[src/sv/atmc_pkg.sv]
// shared constants, types and state codes of the adc trimmed mean calibrator
package atmc_pkg;

  localparam int unsigned SAMPLES = 8;
  localparam int unsigned TRIM    = 1;

  localparam int unsigned SMP_W    = 12;
  localparam int unsigned CNT_W    = (SAMPLES > 1) ? $clog2(SAMPLES) : 1;
  localparam int unsigned SUM_W    = SMP_W + $clog2(SAMPLES + 1);
  localparam bit          SORT_EN  = (SAMPLES > 2 * TRIM) && (SAMPLES > 1);
  localparam int unsigned KEEP_LO  = (SAMPLES > 2 * TRIM) ? TRIM : 0;
  localparam int unsigned KEEP_HI  = (SAMPLES > 2 * TRIM) ? (SAMPLES - TRIM) : SAMPLES;
  localparam int unsigned KEEP_CNT = KEEP_HI - KEEP_LO;

  localparam int unsigned NUM_ANCH  = 5;
  localparam int unsigned ANCH_W    = 24;
  localparam int unsigned ADDR_W    = $clog2(4 * NUM_ANCH);
  localparam int unsigned REG_IDX_W = ADDR_W - 2;

  localparam logic [REG_IDX_W-1:0] REG_ANCH_LOW    = REG_IDX_W'(0);
  localparam logic [REG_IDX_W-1:0] REG_ANCH_SECOND = REG_IDX_W'(1);
  localparam logic [REG_IDX_W-1:0] REG_ANCH_THIRD  = REG_IDX_W'(2);
  localparam logic [REG_IDX_W-1:0] REG_ANCH_MIDDLE = REG_IDX_W'(3);
  localparam logic [REG_IDX_W-1:0] REG_ANCH_HIGH   = REG_IDX_W'(4);

  localparam logic [ANCH_W-1:0] ANCH_RST [NUM_ANCH] = '{
    24'd1229185, 24'd4097392, 24'd7785041, 24'd11062840, 24'd13520895
  };

  localparam int unsigned MV_W      = 13;
  localparam int unsigned PROD_W    = 2 * MV_W;
  localparam int unsigned CALC_W    = PROD_W + 1;
  localparam int unsigned MV_LIMIT  = 4095;
  localparam int unsigned LIN_SCALE = 3150;
  localparam int unsigned LIN_ROUND = 2047;
  localparam int unsigned LIN_FULL  = 4095;

  localparam int unsigned DIV_W  = 24;
  localparam int unsigned DVS_W  = 12;
  localparam int unsigned DCNT_W = $clog2(DIV_W);

  typedef struct packed {
    logic             start;
    logic [DIV_W-1:0] dividend;
    logic [DVS_W-1:0] divisor;
  } div_req_t;

  typedef struct packed {
    logic             done;
    logic [DIV_W-1:0] quotient;
  } div_rsp_t;

  typedef enum logic [3:0] {
    ST_IDLE,
    ST_SORT,
    ST_SUM,
    ST_AVG_GO,
    ST_AVG_WAIT,
    ST_LIN_MUL,
    ST_LIN_GO,
    ST_LIN_WAIT,
    ST_CAL_SEL,
    ST_CAL_MUL,
    ST_CAL_GO,
    ST_CAL_WAIT,
    ST_OUT
  } state_e;

endpackage

[src/sv/atmc_div.sv]
// radix-2 restoring divider, one quotient bit per cycle
module atmc_div (
  input  logic                clk_i,
  input  logic                rst_ni,
  input  atmc_pkg::div_req_t  req_i,
  output atmc_pkg::div_rsp_t  rsp_o
);

  logic                              busy_q;
  logic                              done_q;
  logic [atmc_pkg::DCNT_W-1:0]       cnt_q;
  logic [atmc_pkg::DVS_W-1:0]        rem_q;
  logic [atmc_pkg::DVS_W-1:0]        dvs_q;
  logic [atmc_pkg::DIV_W-1:0]        quo_q;

  logic [atmc_pkg::DVS_W:0]          shifted;
  logic [atmc_pkg::DVS_W:0]          diff;
  logic                              ge;
  logic [atmc_pkg::DVS_W-1:0]        rem_n;

  always_comb begin
    shifted = {rem_q, quo_q[atmc_pkg::DIV_W-1]};
    diff    = shifted - {1'b0, dvs_q};
    ge      = (shifted >= {1'b0, dvs_q});
    rem_n   = ge ? diff[atmc_pkg::DVS_W-1:0] : shifted[atmc_pkg::DVS_W-1:0];
  end

  always_ff @(posedge clk_i or negedge rst_ni) begin
    if (!rst_ni) begin
      busy_q <= 1'b0;
      done_q <= 1'b0;
      cnt_q  <= '0;
    end else begin
      done_q <= 1'b0;
      if (req_i.start && !busy_q) begin
        busy_q <= 1'b1;
        cnt_q  <= '0;
      end else if (busy_q) begin
        cnt_q <= cnt_q + 1'b1;
        if (cnt_q == atmc_pkg::DCNT_W'(atmc_pkg::DIV_W - 1)) begin
          busy_q <= 1'b0;
          done_q <= 1'b1;
        end
      end
    end
  end

  always_ff @(posedge clk_i) begin
    if (req_i.start && !busy_q) begin
      quo_q <= req_i.dividend;
      rem_q <= '0;
      dvs_q <= req_i.divisor;
    end else if (busy_q) begin
      quo_q <= {quo_q[atmc_pkg::DIV_W-2:0], ge};
      rem_q <= rem_n;
    end
  end

  assign rsp_o.done     = done_q;
  assign rsp_o.quotient = quo_q;

endmodule

[src/sv/adc_trimmed_mean_calibrator.sv]
// top level: group collection, trimmed mean and piecewise-linear millivolt calibration
//
// sample_i is taken at a rising edge where start is high and busy is low.
// A group holds SAMPLES readings (8 here); every reading but the last of a
// group is taken and busy stays low. The last reading raises
// busy while the group is sorted and reduced:
//   sort: SAMPLES passes of SAMPLES steps through one compare-exchange unit
//   sum:  SAMPLES steps through one adder
//   average, linear scaling and segment division: up to three passes of the
//   shared 24-step divider, with one shared 13x13 multiplier in front of two of them
// The sort (SAMPLES*SAMPLES steps) and the divider passes (24 steps each) make up
// most of the work between the last reading and the result.
// The result (raw_average_o, mv_linear_o, mv_calibrated_o) is shown for one
// cycle with result_valid_o high; the receiver cannot stall it, and busy falls
// in the cycle after that. Anchors sit on the APB-style port at byte address 4*i;
// the user must write them only while the block is idle (the block does not check);
// pready is always high. Reset empties the group and reloads the anchor defaults.
module adc_trimmed_mean_calibrator (
  input  logic                               clk_i,
  input  logic                               rst_ni,
  input  logic                               start,
  output logic                               busy,
  input  logic [atmc_pkg::SMP_W-1:0]         sample_i,
  output logic                               result_valid_o,
  output logic [atmc_pkg::SMP_W-1:0]         raw_average_o,
  output logic [atmc_pkg::SMP_W-1:0]         mv_linear_o,
  output logic signed [atmc_pkg::MV_W-1:0]   mv_calibrated_o,
  input  logic                               psel,
  input  logic                               penable,
  input  logic                               pwrite,
  input  logic [atmc_pkg::ADDR_W-1:0]        paddr,
  input  logic [31:0]                        pwdata,
  output logic [31:0]                        prdata,
  output logic                               pready
);

  localparam int unsigned N = atmc_pkg::SAMPLES;
  localparam int unsigned IDX1 = (N > 1) ? 1 : 0;

  atmc_pkg::state_e state_q, state_d;

  logic [atmc_pkg::CNT_W-1:0]          count_q;
  logic [atmc_pkg::CNT_W-1:0]          pass_q;
  logic [atmc_pkg::CNT_W-1:0]          step_q;
  logic [atmc_pkg::SMP_W-1:0]          sr_q [N];
  logic [atmc_pkg::SUM_W-1:0]          acc_q;
  logic [atmc_pkg::SMP_W-1:0]          avg_q;
  logic [atmc_pkg::SMP_W-1:0]          lin_q;
  logic signed [atmc_pkg::MV_W-1:0]    cal_q;
  logic signed [atmc_pkg::PROD_W-1:0]  prod_q;
  logic                                direct_q;
  logic [atmc_pkg::SMP_W-1:0]          m0_q;
  logic signed [atmc_pkg::MV_W-1:0]    dv_q;
  logic signed [atmc_pkg::MV_W-1:0]    dm_q;
  logic signed [atmc_pkg::MV_W-1:0]    den_q;
  logic [atmc_pkg::ANCH_W-1:0]         anch_q [atmc_pkg::NUM_ANCH];

  logic                                accept;
  logic                                last_smp;
  logic                                step_last;
  logic                                pass_last;
  logic                                cfg_wr;
  logic [atmc_pkg::REG_IDX_W-1:0]      reg_idx;

  atmc_pkg::div_req_t                  div_req;
  atmc_pkg::div_rsp_t                  div_rsp;

  logic signed [atmc_pkg::MV_W-1:0]    mul_a;
  logic signed [atmc_pkg::MV_W-1:0]    mul_b;
  logic signed [atmc_pkg::PROD_W-1:0]  mul_p;

  logic [atmc_pkg::SMP_W-1:0]          sel_r0, sel_r1, sel_m0, sel_m1;
  logic                                sel_direct;
  logic signed [atmc_pkg::PROD_W-1:0]  prod_abs;
  logic signed [atmc_pkg::MV_W-1:0]    den_abs;
  logic                                den_zero;
  logic signed [atmc_pkg::PROD_W-1:0]  squo;
  logic signed [atmc_pkg::CALC_W-1:0]  mv_sum;
  logic signed [atmc_pkg::MV_W-1:0]    mv_sat;
  logic                                in_keep;

  assign accept    = start && !busy;
  assign last_smp  = (count_q == atmc_pkg::CNT_W'(N - 1));
  assign step_last = (step_q == atmc_pkg::CNT_W'(N - 1));
  assign pass_last = (pass_q == atmc_pkg::CNT_W'(N - 1));
  assign cfg_wr    = psel && penable && pwrite && pready;
  assign reg_idx   = paddr[atmc_pkg::ADDR_W-1:2];
  assign den_zero  = (den_q == '0);
  assign in_keep   = ({1'b0, step_q} >= (atmc_pkg::CNT_W + 1)'(atmc_pkg::KEEP_LO)) &&
                     ({1'b0, step_q} <  (atmc_pkg::CNT_W + 1)'(atmc_pkg::KEEP_HI));

  // next state
  always_comb begin
    state_d = state_q;
    unique case (state_q)
      atmc_pkg::ST_IDLE: begin
        if (accept && last_smp) begin
          state_d = atmc_pkg::SORT_EN ? atmc_pkg::ST_SORT : atmc_pkg::ST_SUM;
        end
      end
      atmc_pkg::ST_SORT: begin
        if (step_last && pass_last) begin
          state_d = atmc_pkg::ST_SUM;
        end
      end
      atmc_pkg::ST_SUM: begin
        if (step_last) begin
          state_d = atmc_pkg::ST_AVG_GO;
        end
      end
      atmc_pkg::ST_AVG_GO:   state_d = atmc_pkg::ST_AVG_WAIT;
      atmc_pkg::ST_AVG_WAIT: begin
        if (div_rsp.done) begin
          state_d = atmc_pkg::ST_LIN_MUL;
        end
      end
      atmc_pkg::ST_LIN_MUL:  state_d = atmc_pkg::ST_LIN_GO;
      atmc_pkg::ST_LIN_GO:   state_d = atmc_pkg::ST_LIN_WAIT;
      atmc_pkg::ST_LIN_WAIT: begin
        if (div_rsp.done) begin
          state_d = atmc_pkg::ST_CAL_SEL;
        end
      end
      atmc_pkg::ST_CAL_SEL:  state_d = atmc_pkg::ST_CAL_MUL;
      atmc_pkg::ST_CAL_MUL:  state_d = atmc_pkg::ST_CAL_GO;
      atmc_pkg::ST_CAL_GO: begin
        state_d = (direct_q || den_zero) ? atmc_pkg::ST_OUT : atmc_pkg::ST_CAL_WAIT;
      end
      atmc_pkg::ST_CAL_WAIT: begin
        if (div_rsp.done) begin
          state_d = atmc_pkg::ST_OUT;
        end
      end
      atmc_pkg::ST_OUT:      state_d = atmc_pkg::ST_IDLE;
      default:               state_d = atmc_pkg::ST_IDLE;
    endcase
  end

  // outputs and divider request
  always_comb begin
    busy             = (state_q != atmc_pkg::ST_IDLE);
    result_valid_o   = (state_q == atmc_pkg::ST_OUT);
    div_req.start    = 1'b0;
    div_req.dividend = prod_abs[atmc_pkg::DIV_W-1:0];
    div_req.divisor  = den_abs[atmc_pkg::DVS_W-1:0];
    unique case (state_q)
      atmc_pkg::ST_AVG_GO: begin
        div_req.start    = 1'b1;
        div_req.dividend = atmc_pkg::DIV_W'(acc_q);
        div_req.divisor  = atmc_pkg::DVS_W'(atmc_pkg::KEEP_CNT);
      end
      atmc_pkg::ST_LIN_GO: begin
        div_req.start    = 1'b1;
        div_req.dividend = prod_q[atmc_pkg::DIV_W-1:0];
        div_req.divisor  = atmc_pkg::DVS_W'(atmc_pkg::LIN_FULL);
      end
      atmc_pkg::ST_CAL_GO: begin
        div_req.start    = !direct_q && !den_zero;
      end
      default: begin
      end
    endcase
  end

  // shared multiplier
  always_comb begin
    if (state_q == atmc_pkg::ST_LIN_MUL) begin
      mul_a = $signed({1'b0, avg_q});
      mul_b = atmc_pkg::MV_W'(atmc_pkg::LIN_SCALE);
    end else begin
      mul_a = dv_q;
      mul_b = dm_q;
    end
    mul_p = mul_a * mul_b;
  end

  // segment selection
  always_comb begin
    sel_direct = 1'b0;
    sel_r0 = anch_q[3][atmc_pkg::SMP_W-1:0];
    sel_r1 = anch_q[4][atmc_pkg::SMP_W-1:0];
    sel_m0 = anch_q[3][atmc_pkg::ANCH_W-1:atmc_pkg::SMP_W];
    sel_m1 = anch_q[4][atmc_pkg::ANCH_W-1:atmc_pkg::SMP_W];
    priority if (avg_q <= anch_q[0][atmc_pkg::SMP_W-1:0]) begin
      sel_direct = 1'b1;
      sel_m0 = anch_q[0][atmc_pkg::ANCH_W-1:atmc_pkg::SMP_W];
    end else if (avg_q >= anch_q[4][atmc_pkg::SMP_W-1:0]) begin
      sel_direct = 1'b1;
      sel_m0 = anch_q[4][atmc_pkg::ANCH_W-1:atmc_pkg::SMP_W];
    end else if (avg_q <= anch_q[1][atmc_pkg::SMP_W-1:0]) begin
      sel_r0 = anch_q[0][atmc_pkg::SMP_W-1:0];
      sel_r1 = anch_q[1][atmc_pkg::SMP_W-1:0];
      sel_m0 = anch_q[0][atmc_pkg::ANCH_W-1:atmc_pkg::SMP_W];
      sel_m1 = anch_q[1][atmc_pkg::ANCH_W-1:atmc_pkg::SMP_W];
    end else if (avg_q <= anch_q[2][atmc_pkg::SMP_W-1:0]) begin
      sel_r0 = anch_q[1][atmc_pkg::SMP_W-1:0];
      sel_r1 = anch_q[2][atmc_pkg::SMP_W-1:0];
      sel_m0 = anch_q[1][atmc_pkg::ANCH_W-1:atmc_pkg::SMP_W];
      sel_m1 = anch_q[2][atmc_pkg::ANCH_W-1:atmc_pkg::SMP_W];
    end else if (avg_q <= anch_q[3][atmc_pkg::SMP_W-1:0]) begin
      sel_r0 = anch_q[2][atmc_pkg::SMP_W-1:0];
      sel_r1 = anch_q[3][atmc_pkg::SMP_W-1:0];
      sel_m0 = anch_q[2][atmc_pkg::ANCH_W-1:atmc_pkg::SMP_W];
      sel_m1 = anch_q[3][atmc_pkg::ANCH_W-1:atmc_pkg::SMP_W];
    end else begin
    end
  end

  // signed division around the unsigned divider
  always_comb begin
    prod_abs = prod_q[atmc_pkg::PROD_W-1] ? -prod_q : prod_q;
    den_abs  = den_q[atmc_pkg::MV_W-1] ? -den_q : den_q;
    squo     = $signed({2'b00, div_rsp.quotient});
    if (prod_q[atmc_pkg::PROD_W-1] ^ den_q[atmc_pkg::MV_W-1]) begin
      squo = -squo;
    end
    mv_sum = $signed({{(atmc_pkg::CALC_W - atmc_pkg::SMP_W){1'b0}}, m0_q}) +
             $signed({squo[atmc_pkg::PROD_W-1], squo});
    priority if (mv_sum > $signed(atmc_pkg::CALC_W'(atmc_pkg::MV_LIMIT))) begin
      mv_sat = atmc_pkg::MV_W'(atmc_pkg::MV_LIMIT);
    end else if (mv_sum < -$signed(atmc_pkg::CALC_W'(atmc_pkg::MV_LIMIT))) begin
      mv_sat = -$signed(atmc_pkg::MV_W'(atmc_pkg::MV_LIMIT));
    end else begin
      mv_sat = mv_sum[atmc_pkg::MV_W-1:0];
    end
  end

  // control registers
  always_ff @(posedge clk_i or negedge rst_ni) begin
    if (!rst_ni) begin
      state_q <= atmc_pkg::ST_IDLE;
      count_q <= '0;
      pass_q  <= '0;
      step_q  <= '0;
      for (int i = 0; i < atmc_pkg::NUM_ANCH; i++) begin
        anch_q[i] <= atmc_pkg::ANCH_RST[i];
      end
    end else begin
      state_q <= state_d;
      if (accept) begin
        count_q <= last_smp ? '0 : count_q + 1'b1;
        pass_q  <= '0;
        step_q  <= '0;
      end
      if (state_q == atmc_pkg::ST_SORT || state_q == atmc_pkg::ST_SUM) begin
        step_q <= step_last ? '0 : step_q + 1'b1;
        if (step_last) begin
          pass_q <= pass_q + 1'b1;
        end
      end
      if (cfg_wr) begin
        unique case (reg_idx)
          atmc_pkg::REG_ANCH_LOW:    anch_q[0] <= pwdata[atmc_pkg::ANCH_W-1:0];
          atmc_pkg::REG_ANCH_SECOND: anch_q[1] <= pwdata[atmc_pkg::ANCH_W-1:0];
          atmc_pkg::REG_ANCH_THIRD:  anch_q[2] <= pwdata[atmc_pkg::ANCH_W-1:0];
          atmc_pkg::REG_ANCH_MIDDLE: anch_q[3] <= pwdata[atmc_pkg::ANCH_W-1:0];
          atmc_pkg::REG_ANCH_HIGH:   anch_q[4] <= pwdata[atmc_pkg::ANCH_W-1:0];
          default: begin
          end
        endcase
      end
    end
  end

  // datapath registers
  always_ff @(posedge clk_i) begin
    unique case (state_q)
      atmc_pkg::ST_IDLE: begin
        if (accept) begin
          sr_q[count_q] <= sample_i;
          acc_q         <= '0;
        end
      end
      atmc_pkg::ST_SORT: begin
        if (!step_last) begin
          if (sr_q[0] > sr_q[IDX1]) begin
            sr_q[0]   <= sr_q[0];
            sr_q[N-1] <= sr_q[IDX1];
          end else begin
            sr_q[0]   <= sr_q[IDX1];
            sr_q[N-1] <= sr_q[0];
          end
          for (int i = 1; i < N - 1; i++) begin
            sr_q[i] <= sr_q[i+1];
          end
        end else begin
          for (int i = 0; i < N - 1; i++) begin
            sr_q[i] <= sr_q[i+1];
          end
          sr_q[N-1] <= sr_q[0];
        end
      end
      atmc_pkg::ST_SUM: begin
        for (int i = 0; i < N - 1; i++) begin
          sr_q[i] <= sr_q[i+1];
        end
        sr_q[N-1] <= sr_q[0];
        if (in_keep) begin
          acc_q <= acc_q + atmc_pkg::SUM_W'(sr_q[0]);
        end
      end
      atmc_pkg::ST_AVG_WAIT: begin
        if (div_rsp.done) begin
          avg_q <= div_rsp.quotient[atmc_pkg::SMP_W-1:0];
        end
      end
      atmc_pkg::ST_LIN_MUL: begin
        prod_q <= mul_p + atmc_pkg::PROD_W'(atmc_pkg::LIN_ROUND);
      end
      atmc_pkg::ST_LIN_WAIT: begin
        if (div_rsp.done) begin
          lin_q <= div_rsp.quotient[atmc_pkg::SMP_W-1:0];
        end
      end
      atmc_pkg::ST_CAL_SEL: begin
        direct_q <= sel_direct;
        m0_q     <= sel_m0;
        dv_q     <= $signed({1'b0, avg_q}) - $signed({1'b0, sel_r0});
        dm_q     <= $signed({1'b0, sel_m1}) - $signed({1'b0, sel_m0});
        den_q    <= $signed({1'b0, sel_r1}) - $signed({1'b0, sel_r0});
      end
      atmc_pkg::ST_CAL_MUL: begin
        prod_q <= mul_p;
      end
      atmc_pkg::ST_CAL_GO: begin
        if (direct_q || den_zero) begin
          cal_q <= $signed({1'b0, m0_q});
        end
      end
      atmc_pkg::ST_CAL_WAIT: begin
        if (div_rsp.done) begin
          cal_q <= mv_sat;
        end
      end
      default: begin
      end
    endcase
  end

  atmc_div u_div (
    .clk_i  (clk_i),
    .rst_ni (rst_ni),
    .req_i  (div_req),
    .rsp_o  (div_rsp)
  );

  // register read
  always_comb begin
    prdata = '0;
    unique case (reg_idx)
      atmc_pkg::REG_ANCH_LOW:    prdata = 32'(anch_q[0]);
      atmc_pkg::REG_ANCH_SECOND: prdata = 32'(anch_q[1]);
      atmc_pkg::REG_ANCH_THIRD:  prdata = 32'(anch_q[2]);
      atmc_pkg::REG_ANCH_MIDDLE: prdata = 32'(anch_q[3]);
      atmc_pkg::REG_ANCH_HIGH:   prdata = 32'(anch_q[4]);
      default:                   prdata = '0;
    endcase
  end

  assign pready          = 1'b1;
  assign raw_average_o   = avg_q;
  assign mv_linear_o     = lin_q;
  assign mv_calibrated_o = cal_q;

endmodule
[config.mk]
export PLATFORM = sky130hd
export DESIGN_NAME = adc_trimmed_mean_calibrator
export DESIGN_NICKNAME = d
export VERILOG_FILES = /design/src/sv/atmc_pkg.sv /design/src/sv/atmc_div.sv /design/src/sv/adc_trimmed_mean_calibrator.sv
export SDC_FILE = /design/constraint.sdc
export NUM_CORES = 2
export LEC_CHECK = 0
export ABC_AREA = 0
export BUFFER_PORTS_ARGS = -buffer_cell sky130_fd_sc_hd__buf_2
export CAP_MARGIN = 30
export CORE_ASPECT_RATIO = 0.6
export CORE_MARGIN = 2
export CORE_UTILIZATION = 35
export CTS_BUF_LIST = sky130_fd_sc_hd__clkbuf_4
export DETAILED_ROUTE_END_ITERATION = 16
export PLACE_DENSITY = 0.55
export RECOVER_POWER = 25
export SLEW_MARGIN = 20
export SYNTH_ARGS = -nofsm -noshare
export SYNTH_HDL_FRONTEND = slang
export SYNTH_HIERARCHICAL = 1
export SYNTH_SLANG_ARGS = --single-unit
[constraint.sdc]
create_clock -name clk_i -period 9.7 [get_ports clk_i]
set_input_delay 0.97 -clock clk_i [delete_from_list [all_inputs] [get_ports clk_i]]
set_output_delay 0.97 -clock clk_i [all_outputs]
set_load 0.03 [all_outputs]
==> flow_summary_export.csv <==
group,metric,value,unit
min_path,worstHoldStart,"pwdata[4]",
logic_synthesis,synth.cell_area,0.0327,mm²
floorplanning,core_area,0.0922,mm²
logic_synthesis,simple_gate_share_of_the_synthesized_area,12.2,%
floorplanning,die_w,399,µm
floorplanning,io_pins,127,
timing,timing.hold.ws,0.233,ns
min_path,holdPathStages,3,
logic_synthesis,synth_async_sr_flop_share,33.8,%
flow_run,number_of_max_cap_violations,5,
timing,min_period_over_period,94.4,%
routing,drt-wirelength-per-cell,20.3,µm
setup_path,required,10.41,ns
timing,maxClockFrequency,109,MHz
min_path,hold_end,"anch_q[52]",
global_route,pin_count_of_the_biggest_net_entering_global_routing,79,
logic_synthesis,synthDistinctLibCells,92,
timing,final-max-slew-violation-count,189,
power,fin_total_pwr,13500,µW
routing,routed_wirelength,96000,µm
run_status,outcome,"complete, but fails checks",
placement,io_buffer_count,107,
floorplanning,die_height,241,µm
timing,fin_crit,9.16,ns
clock_network,post_cts_setup_driven_buffer_insertion_count,0,
power,power.density,377,mW/mm²
power,ir_drop,0.000374,V
routing,antenna_violating_nets_post_route,0,
clock_network,cts.reportedPaths.clkPinSlew,0.08,ns
logic_synthesis,synth_top_cells_by_area,"edfxtp_1 (24%), fa_1 (10%), ha_1 (8.5%)",
timing,slew_headroom,-85.4,%
timing,worst_slew_pin_slew,2.78,ns
clock_network,number_of_buffers_inserted_during_clock_tree_synthesis,105,
global_route,grt_pass1_vias,23900,
global_route,overflow,0,
setup_path,startpoint_type,"flip-flop",
logic_synthesis,synth_adder_area_share,18.8,%
floorplanning,die_area,0.0960,mm²
logic_synthesis,synth_xor_area_share,3.40,%
logic_synthesis,post_synth_mux_area_share,5.54,%
clock_network,ctsLongestPathBuffers,3,
routing,drcViolationCount,0,
setup_path,cp-end-kind,"flip-flop",
logic_synthesis,post_synth_top_area_cell,"edfxtp_1",
setup_path,timing.critical_path.fanout_max,20,
logic_synthesis,synth-seq-area-share,35.7,%
logic_synthesis,synth_edf_count,262,
power,static-leakage-power,0.0160,µW
cells_and_area,drive_above_1_share,16.0,%
clock_network,clock_tree.htree_level_count,3,
global_route,grtUsageTotal,19.9,%
logic_synthesis,postSynthCellCount,3327,
setup_path,regToRegEndpoint,"prod_q[25]",
logic_synthesis,avgSynthCellArea,9.83,µm²
logic_synthesis,synth_warnings,6,
floorplanning,row_count,86,
logic_synthesis,yosysTopAreaCellShare,24.0,%
clock_network,tritoncts_num_sinks,414,
placement,gp_congestion,0.884,
routing,dr_iter_0_viols,2503,
clock_network,clk_latency,1.01,ns
setup_path,reg2reg_setup_slack,0.54,ns
floorplanning,floorplan.initialDensity,35.5,%
timing,hold_viol,0,
routing,drt_pass1_iterations,6,
timing,fin_setup_tns,0,ns
cells_and_area,finish.instance_area,0.0359,mm²
global_route,global_route_wire_length_before_repair,148000,µm
timing,setup_violations,0,
cells_and_area,layout.core_utilization,38.9,%
cells_and_area,finish.net_count,3851,
routing,via_per_inst,5.47,
global_route,antenna_violations_before_repair,5,
clock_network,clockRootBuffer,"clkbuf_4",
timing,setup_repair_after_global_routing_missed_its_margin,"no",
setup_path,critical_path_class,"reg2reg",
logic_synthesis,postSynth.topFlopCell,"edfxtp_1",
logic_synthesis,postSynthRegisterBits,414,
placement,postPlaceCellArea,0.0345,mm²
min_path,worst_hold_path_type,"in2reg",
routing,routed-via-count,25900,
logic_synthesis,dominant_combinational_cell_family_by_area_after_synthesis,"adder cells",
logic_synthesis,synth_compound_area_share,18.2,%
setup_path,worst_ep_arrival_time,9.86,ns
run_status,failed_checks,"capacitance limit, slew limit",
placement,detailed_placement_hpwl,72000,µm
cells_and_area,area_growth_syn_to_fin,9.75,%
timing,finalClockSkew,0.0958,ns
setup_path,ff_to_ff_start,"state_q[0]",
setup_path,worst_r2r_path_depth,25,
clock_network,tritoncts_clock_tree,"built",
power breakdown:
| part | internal, µW | switching (µW) | total (µW) | leakage [µW] |
|---|---|---|---|---|
| logic | 3360 | 5110 | 8470 | 0.0110 |
| clock network | 829 | 813 | 1640 | 0.000842 |
| registers | 2900 | 527 | 3430 | 0.00419 |
| total | 7090 | 6450 | 13500 | 0.0160 |
repair_timing:
action	in CTS	in global routing
endpoints found under the hold margin	31	0
gates resized for setup	0	0
hold buffers	1	0
cells in the mapped netlist, types with 24 or more instances:
master and instances:
nor3_1 58, nand2_1 283, mux2i_1 37, o21ai_0 162
ha_1 223, nand2b_1 26, fa_1 168, nand3_1 49
xnor2_1 73, a21oi_1 157, clkbuf_1 164, and3_1 45
a22oi_1 51, a211o_1 32, a211oi_1 30, a221o_1 30
xor2_1 52, nor2_1 217, nor2b_1 42, inv_1 314
dfrtp_1 81, mux2_2 128, a31oi_1 34, or3_1 24
o22ai_1 41, edfxtp_1 262, a21o_1 184, dfstp_2 59
stage by stage:
stage	worst slack (ns)	cells
6_report	0.544	4729
5_1_grt	0.130	4729
4_1_cts	0.792	4720
3_5_place_dp	0.880	4525
3_3_place_gp	0.980	4524
2_1_floorplan	2.50	3334
cell families (layout without fill, tap and decap cells):
family | Yosys count | count (layout)
other | 2 | 14
AO/OA/AOI/OAI | 877 | 877
multiplexers | 165 | 165
flip-flops | 414 | 414
AND/OR/NAND/NOR | 844 | 844
XOR/XNOR | 126 | 126
adder cells (fa/ha/maj) | 391 | 391
buffers and inverters | 508 | 666
worst max-delay path, stage by stage (launching register included):
cell and delay, ns:
dfrtp_1 0.36, buf_4 0.21, nor2b_1 0.18, nand2_1 0.60, nand2_1 0.64, or2_2 0.50, fa_1 0.50, fa_1 0.56
inv_1 0.07, fa_1 0.50, fa_1 0.52, fa_1 0.55, inv_1 0.05, fa_1 0.49, inv_1 0.04, ha_1 0.24
nor4_1 0.17, o21ai_0 0.28, a31o_2 0.31, a21oi_1 0.27, xor2_1 0.20, nor4_1 0.54, and4_1 0.30, nand3_1 0.18
nor3_1 0.28, xnor2_1 0.29
metal layers:
layer	vias up	GRT usage [%]	routed length (µm)
li1	12100	-	-
met1	12700	33.3	50800
met2	979	25.2	36000
met3	115	3.98	7910
met4	0	4.69	1340
met5	-	0	0
worst max path at each step:
stage / startpoint / end / slack [ns]
after floorplan: state_q[2] / prod_q[25] / 2.50
after global placement: state_q[0] / prod_q[25] / 0.98
after detailed placement: state_q[0] / prod_q[25] / 0.88
after CTS: state_q[0] / prod_q[25] / 0.79
after global routing: state_q[0] / prod_q[25] / 0.13
final: state_q[0] / prod_q[25] / 0.54
cell usage in the layout, fill, tap and decap left out, types with 128 or more instances in the layout:
| master | count |
|---|---|
| a21o_1 | 184 |
| a21oi_1 | 157 |
| clkbuf_4 | 149 |
| edfxtp_1 | 262 |
| fa_1 | 168 |
| ha_1 | 223 |
| inv_1 | 314 |
| mux2_2 | 128 |
| nand2_1 | 283 |
| nor2_1 | 214 |
| o21ai_0 | 156 |
state kept, by name, summed over array words and instances (netlist names), 12 cells and up:
register         flops
acc_q               16
u_div/dvs_q         12
sr_q                96
dv_q                13
prod_q              25
u_div/quo_q         24
u_div/rem_q         12
dm_q                13
m0_q                12
mv_calibrated_o     13
raw_average_o       12
den_q               13
anch_q             120
mv_linear_o         12
cell type report:
| type | count | area, µm² |
|---|---|---|
| multi-input cells | 2412 | 19100 |
| diodes | 5 | 12.5 |
| fillers | 9203 | 56300 |
| flip-flops and latches | 414 | 11700 |
| inverters | 314 | 1180 |
| well taps | 1232 | 1540 |
| clock buffers | 149 | 1120 |
| repair buffers | 158 | 903 |
| clock inverters | 45 | 335 |
Note: power is estimated with default switching activity, not from simulation.
